[src/sv/fab_pkg.sv]
// shared types, constants and a helper function of the frame bitmap allocator
package fab_pkg;

    localparam int DEF_NUM_FRAMES = 4096;
    localparam int FRAME_W        = 12;
    localparam int WORD_BITS      = 32;
    localparam int WORD_SHIFT     = 5;
    localparam int MAX_WORDS      = (1 << FRAME_W) / WORD_BITS;
    localparam int GRP_BITS       = 16;
    localparam int GRP_SHIFT      = 4;
    localparam int IN_DATA_W      = 16;
    localparam int OUT_DATA_W     = 16;

    typedef enum logic [1:0] {
        REQ_MARK_USED = 2'd0,
        REQ_MARK_FREE = 2'd1,
        REQ_TEST      = 2'd2,
        REQ_FIND      = 2'd3
    } req_t;

    typedef enum logic [1:0] {
        ST_IDLE,
        ST_FIND_SEL,
        ST_EXEC
    } state_t;

    typedef struct packed {
        logic load_req;
        logic find_read;
        logic finish;
    } cmd_t;

    typedef struct packed {
        logic in_is_find;
        logic out_busy;
    } status_t;

    // index of the lowest set bit, zero when no bit is set
    function automatic logic [4:0] lowest_set(input logic [31:0] x);
        logic [31:0] onehot;
        logic [4:0]  idx;
        onehot = x & (~x + 32'd1);
        idx    = '0;
        for (int k = 0; k < 5; k++)
        begin
            for (int i = 0; i < 32; i++)
            begin
                if (((i >> k) & 1) == 1)
                begin
                    idx[k] = idx[k] | onehot[i];
                end
            end
        end
        return idx;
    endfunction

endpackage

[src/sv/fab_ctrl.sv]
// request sequencer of the frame bitmap allocator
module fab_ctrl
    import fab_pkg::*;
(
    input  logic    clk,
    input  logic    rst_n,
    input  logic    s_tvalid,
    output logic    s_tready,
    input  status_t status,
    output cmd_t    cmd
);

    state_t state_reg;
    state_t state_next;

    always_ff @(posedge clk or negedge rst_n)
    begin
        if (!rst_n)
        begin
            state_reg <= ST_IDLE;
        end
        else
        begin
            state_reg <= state_next;
        end
    end

    always_comb
    begin
        state_next = state_reg;
        s_tready   = 1'b0;
        cmd        = '0;
        unique case (state_reg)
            ST_IDLE:
            begin
                s_tready = 1'b1;
                if (s_tvalid)
                begin
                    cmd.load_req = 1'b1;
                    state_next   = status.in_is_find ? ST_FIND_SEL : ST_EXEC;
                end
            end
            ST_FIND_SEL:
            begin
                cmd.find_read = 1'b1;
                state_next    = ST_EXEC;
            end
            ST_EXEC:
            begin
                if (!status.out_busy)
                begin
                    cmd.finish = 1'b1;
                    state_next = ST_IDLE;
                end
            end
            default:
            begin
                state_next = ST_IDLE;
            end
        endcase
    end

endmodule

[config.mk]
export PLATFORM = sky130hd
export DESIGN_NAME = fab_ctrl
export DESIGN_NICKNAME = d
export VERILOG_FILES = /design/src/sv/fab_pkg.sv /design/src/sv/fab_ctrl.sv
export SDC_FILE = /design/constraint.sdc
export NUM_CORES = 1
export LEC_CHECK = 0
export BUFFER_PORTS_ARGS = -buffer_cell sky130_fd_sc_hd__clkbuf_2
export CORE_AREA = 2 2 39 41
export CTS_CLUSTER_DIAMETER = 120
export DETAILED_ROUTE_END_ITERATION = 10
export DIE_AREA = 0 0 41 43
export GPL_TIMING_DRIVEN = 0
export SYNTH_ARGS = -nofsm -noshare
export SYNTH_HDL_FRONTEND = slang
export SYNTH_SLANG_ARGS = --single-unit
[constraint.sdc]
create_clock -name clk -period 1.8 [get_ports clk]
set_clock_uncertainty 0.1 [all_clocks]
set_input_delay 0.09 -clock clk [delete_from_list [all_inputs] [get_ports clk]]
set_output_delay 0.09 -clock clk [all_outputs]
set_load 0.005 [all_outputs]
After elaboration in Yosys (flattened, before gate mapping)
Cells that the tools add are included.
{"block": "totals", "reg_bits": 2, "in_bits": 5, "out_inout_bits": 4}
{"block": "classes", "n_eq_ne": 4, "n_mux": 10, "n_reduce_logical": 2}
{"cell": "2-to-1 mux 1 bit", "count": 6}
{"cell": "2-to-1 mux 2 bit", "count": 3}
{"cell": "case mux 2 bit (3 select lines)", "count": 1}
{"cell": "inequality test 2 bit (second input constant)", "count": 2}
{"cell": "== test 2 x 1 -> 1 bit (second input constant)", "count": 1}
{"cell": "== test 2 bit (second input constant)", "count": 1}
{"cell": "logical NOT 2 bit", "count": 1}
{"cell": "AND reduction 2 bit", "count": 1}

Logic depth before layout (Yosys ltp)
Gate-level depths: netlist (run 1).
{"block": "logic_depth", "depth_word": 3, "ltp_mapped": 2}

Least setup slack after synthesis (run 1)
OpenSTA, ideal clock, no wires.
{"block": "synth_timing", "path_kind": "flip-flop to output port", "start": "reg state_reg[0]", "end": "out cmd[2] in the netlist's numbering", "t_arrival_ns": 0.694, "required_time_ns": 1.610, "path_slack_ns": 0.916, "path_stages_with_launch": 3, "n_path_buf": 0, "cell_sequence": "dfrtp_1 -> nor2_4 -> and2_1"}
{"item": "from (decl)", "line_no": "fab_ctrl.sv:13", "text": "state_t state_reg;"}
{"item": "from (signal assigned)", "line_no": "fab_ctrl.sv:24", "text": "state_reg <= state_next;"}
{"item": "to (decl)", "line_no": "fab_ctrl.sv:10", "text": "output cmd_t cmd"}

==> impl_metrics.toml, run 1 <==
[timing]
setup_tns_ns = 0
hold_viol = 0
min_period_ns = 1.23
slew_headroom_pct = 87.6
setup_ws_ns = 0.573
final.period_utilization_pct = 68.2
maxSlewViolCount = 0
setup_violations = 0
max_freq_ghz = 0.815
rsz0062_at_grt = "false"
worst_slew_pin_slew_ns = 0.186

[synth]
synth-seq-area-share_pct = 42.6
synth_cells = 10
syn_area_per_cell_um2 = 11.8
synth_area_um2 = 118
synth.distinct_cells = 8
syn-num-nets = 15
yosysWarnings = 0
synth-seq-cells = 2

[power]
static-leakage-power_nw = 0.104
power_density_mw_per_mm2 = 1320
peakVddDrop_mv = 0.208

[final_layout]
n_antenna_cell = 0
n_fill_cell = 154
layout_common_cells = "clkbuf_2, clkbuf_4, nand2b_1, dfrtp_1"
post-route-util_pct = 15.2
mostFrequentLayoutCell = "clkbuf_2"
drive_gt1_share_pct = 63.6
largest_reg_flops = 2
nNetsFinal = 29
syn_to_final_growth_pct = 78.7

[cts]
path_clk_slew_ns = 0.03
cts_tree = "yes"
cts-root-buf = "clkbuf_4"
post_cts_buffers = 0
h-tree-depth = 1
clk_latency_ns = 0.22
cts_buffers = 3
cts_buffer_depth = 2
numClockSinks = 2

[flow_run]
cap_violations = 0

[grt]
grt_pass1_wl_um = 510
grt_pass1_vias = 135
gr-total-overflow = 0
grt_max_degree = 5
grt_usage_pct = 5.22
antenna_found_initial = 0

[floorplanning]
core_mm2 = 0.00138
fp.dieH_um = 43
die_w_um = 41
dieArea_mm2 = 0.00176
rows = 14
start_util_pct = 8.50
num_io_pins = 9

[routing]
drt_iter0_markers = 3
antenna_left = 0
vias = 117
drc_errors = 0
wl_um = 319
vias_per_cell = 3.08
first_pass_iters = 4
wl_per_cell_um = 8.39

[worst_setup_path]
crit_fanout = 4
crit_path_start_kind = "flop"
crit_start = "state_reg[0]$_DFFE_PN0P_"
regToRegStartpoint = "state_reg[0]$_DFFE_PN0P_"
end_kind = "output port"
path_class = "flop to output port"
cp.arrival_ns = 1.04
crit_required_ns = 1.61

[place]
hpwl_um = 253
io_buffers = 8
dp_slack_ns = 0.806
finalWeightedCongestion = 0.523

[run_status]
status = "completed"

[hold_path]
hold_class = "primary input to flop"
min_from = "status[1]"
==> what timing repair did <==
action,4_1_cts,5_1_grt
hold buffers,1,0
gates resized for setup,0,0
endpoints found under the hold margin,2,0
==> per-stage QoR <==
step	area, um2	std cells	hold WS (ns)	total power, W
final	210	38	0.0134	0.000277
after global routing	210	38	0.0314	0.000301
after CTS	210	38	0.00492	0.000288
after floorplan	118	10	-0.306	0.000137
after global placement	178	34	-0.220	0.000175
after detailed placement	178	34	-0.220	0.000180
==> synthesized netlist by cell type <==
cell type | count | share of area (%)
nor2b_1 | 1 | 5.3
a22oi_2 | 1 | 11
nor3b_2 | 1 | 11
dfrtp_1 | 2 | 43
nand2b_1 | 2 | 11
and3_1 | 1 | 5.3
and2_1 | 1 | 5.3
nor2_4 | 1 | 9.6
==> report_power, final <==
group | internal, W | switching, W | total, W
Clock | 0.0000735 | 0.0000252 | 0.0000987
Sequential | 0.0000604 | 0.0000238 | 0.0000842
Combinational | 0.0000553 | 0.0000391 | 0.0000943
==> area by class of cell <==
class                      count  area, um2  share of cell area (%)
sequential                     2       50.0                    23.8
multi-input combinational      8       67.6                    32.1
timing repair buffer           9       50.0                    23.8
tap                           16       20.0                    9.52
clock buffer                   3       22.5                    10.7
==> metal layers <==
layer	share of wire, %	routed length [um]	up-vias	GRT usage, %
li1	-	-	59	-
met1	53	168	47	5.47
met2	32	103	11	4.69
met3	15	47	0	4.19
met4	0	0	0	8.00
met5	0	0	-	0
==> cells by family after synthesis <==
group / count (synthesis) / synth area share (%)
DFF: 2 / 42.6
and+or+nand+nor: 7 / 46.8
AOI/OAI and AO/OA: 1 / 10.6
==> path summary, 6_finish.rpt <==
path,endpoint,slack [ns],cells past startpoint
max in group asynchronous,state_reg[1]$_DFFE_PN0P_,1.40,2
max,cmd[2],0.57,3
min reg2reg,state_reg[1]$_DFFE_PN0P_,0.45,1
max reg2reg,state_reg[0]$_DFFE_PN0P_,0.90,2
min,state_reg[0]$_DFFE_PN0P_,0.01,2
min in group asynchronous,state_reg[0]$_DFFE_PN0P_,0.10,2
==> worst max-delay path: stages (launching register included) <==
cell and delay (ns):
dfrtp_1 0.42, nor2_4 0.16, and2_1 0.13, clkbuf_2 0.10
Note: power is estimated with default switching activity, not from simulation.
==> inputs of run 2 (changes only) <==
==> constraint.sdc (replaced) <==
create_clock -name clk -period 1.1 [get_ports clk]
set_clock_uncertainty 0.1 [all_clocks]
set_input_delay 0.055 -clock clk [delete_from_list [all_inputs] [get_ports clk]]
set_output_delay 0.055 -clock clk [all_outputs]
set_load 0.005 [all_outputs]
==> impl_metrics.toml, run 2 (synthesis gave the netlist of run 1 again) <==
[run_status]
status = "finished, violations left"
failed_checks = "negative setup slack"

[cts]
numClockSinks = 2
cts_tree = "yes"
cts_buffer_depth = 2
cts-root-buf = "clkbuf_4"
h-tree-depth = 1
clk_latency_ns = 0.22
path_clk_slew_ns = 0.03
cts_buffers = 3

[routing]
first_pass_iters = 4
vias_per_cell = 3.21
antenna_left = 0
drc_errors = 0
wl_um = 362
vias = 138
wl_per_cell_um = 8.42
drt_iter0_markers = 3

[hold_path]
hold_class = "primary input to flop"
min_to = "state_reg[0]$_DFFE_PN0P_"
hold_depth = 2
min_from = "s_tvalid"

[worst_setup_path]
crit_fanout = 4
cp.arrival_ns = 1.00
reg2reg_depth = 3
rrSetupSlack_ns = 0.12
crit_required_ns = 0.94
regToRegStartpoint = "state_reg[0]$_DFFE_PN0P_"
path_class = "flop to output port"
r2r-end = "state_reg[0]$_DFFE_PN0P_"
end_kind = "output port"
crit_path_start_kind = "flop"

[flow_run]
cap_violations = 0

[floorplanning]
dieArea_mm2 = 0.00176
rows = 14
num_io_pins = 9
start_util_pct = 8.50
die_w_um = 41
fp.dieH_um = 43
core_mm2 = 0.00138

[grt]
gr-total-overflow = 0
grt_pass1_wl_um = 545
grt_max_degree = 5
antenna_found_initial = 0
grt_usage_pct = 5.32
grt_pass1_vias = 149

[timing]
setup_violations = 3
setup_ws_ns = -0.0549
worst_slew_pin_slew_ns = 0.164
rsz0062_at_grt = "true"
holdWs_ns = 0.0215
slew_headroom_pct = 89.1
maxSlewViolCount = 0
hold_viol = 0
min_period_ns = 1.15
setup_tns_ns = -0.101
final.period_utilization_pct = 105
max_freq_ghz = 0.866

[final_layout]
nNetsFinal = 34
final_area_um2 = 267
largest_reg_flops = 2
syn_to_final_growth_pct = 127
post-route-util_pct = 19.3
mostFrequentLayoutCell = "clkbuf_2"
n_fill_cell = 152
n_antenna_cell = 0
layout_common_cells = "clkbuf_2, clkbuf_4, dlygate4sd3_1"
drive_gt1_share_pct = 70.4

[power]
peakVddDrop_mv = 0.418
power_density_mw_per_mm2 = 2180
static-leakage-power_nw = 0.132

[place]
hpwl_um = 253
placed_area_um2 = 178
finalWeightedCongestion = 0.523
io_buffers = 8
==> run 2: metal layers <==
| layer | vias to the layer above | track usage (%) | part of all wire (%) | routed length, um |
|---|---|---|---|---|
| met5 | - | 0 | 0 | 0 |
| met4 | 0 | 8.00 | 0 | 0 |
| met3 | 0 | 3.14 | 12 | 44 |
| met2 | 11 | 5.00 | 40 | 144 |
| met1 | 59 | 6.11 | 48 | 174 |
| li1 | 68 | - | - | - |
==> run 2: layout make-up <==
cell class                      instances  area, um2  share of cell area [%]
Timing Repair Buffer                   14        103                    38.5
Multi-Input combinational cell          8       70.1                    26.3
Sequential cell                         2       51.3                    19.2
Clock buffer                            3       22.5                    8.45
Tap cell                               16       20.0                    7.51
==> run 2: metrics by stage <==
stage | power, W | std cells | setup WS, ns
5_1_grt | 0.000623 | 43 | -0.0897
6_report | 0.000582 | 43 | -0.0549
3_5_place_dp | 0.000294 | 34 | 0.141
3_3_place_gp | 0.000286 | 34 | 0.154
2_1_floorplan | 0.000224 | 10 | 0.234
4_1_cts | 0.000550 | 42 | -0.0549
==> run 2: what timing repair did <==
item | 4_1_cts | 5_1_grt
endpoints found under the hold margin | 4 | 0
pin swaps | 2 | 2
resized for setup | 1 | 5
setup buffers | 2 | 1
setup endpoints to repair | 2 | 3
hold buffers | 3 | 0
gates cloned | 0 | 0
==> run 2: how the worst max path moves through the flow <==
stage	startpoint	end	slack [ns]
global placement	state_reg[0]$_DFFE_PN0P_	cmd[2]	0.15
global route	state_reg[0]$_DFFE_PN0P_	cmd[2]	-0.09
CTS	state_reg[1]$_DFFE_PN0P_	cmd[2]	-0.05
floorplan	state_reg[0]$_DFFE_PN0P_	state_reg[0]$_DFFE_PN0P_	0.23
finish	state_reg[0]$_DFFE_PN0P_	cmd[2]	-0.05
detailed placement	state_reg[0]$_DFFE_PN0P_	cmd[2]	0.14
==> run 2: power breakdown <==
group	switching [W]	internal [W]	leakage, nW	total, W
clock	0.0000414	0.000120	0.0138	0.000162
sequential	0.0000347	0.000100	0.0237	0.000135
combinational	0.0000919	0.000193	0.0940	0.000285
total	0.000168	0.000414	0.132	0.000582
==> run 2: critical path: stages (launching register included) <==
cell     delay [ns]
dfrtp_2        0.42
nor2_4         0.13
and2_4         0.15
buf_6          0.08
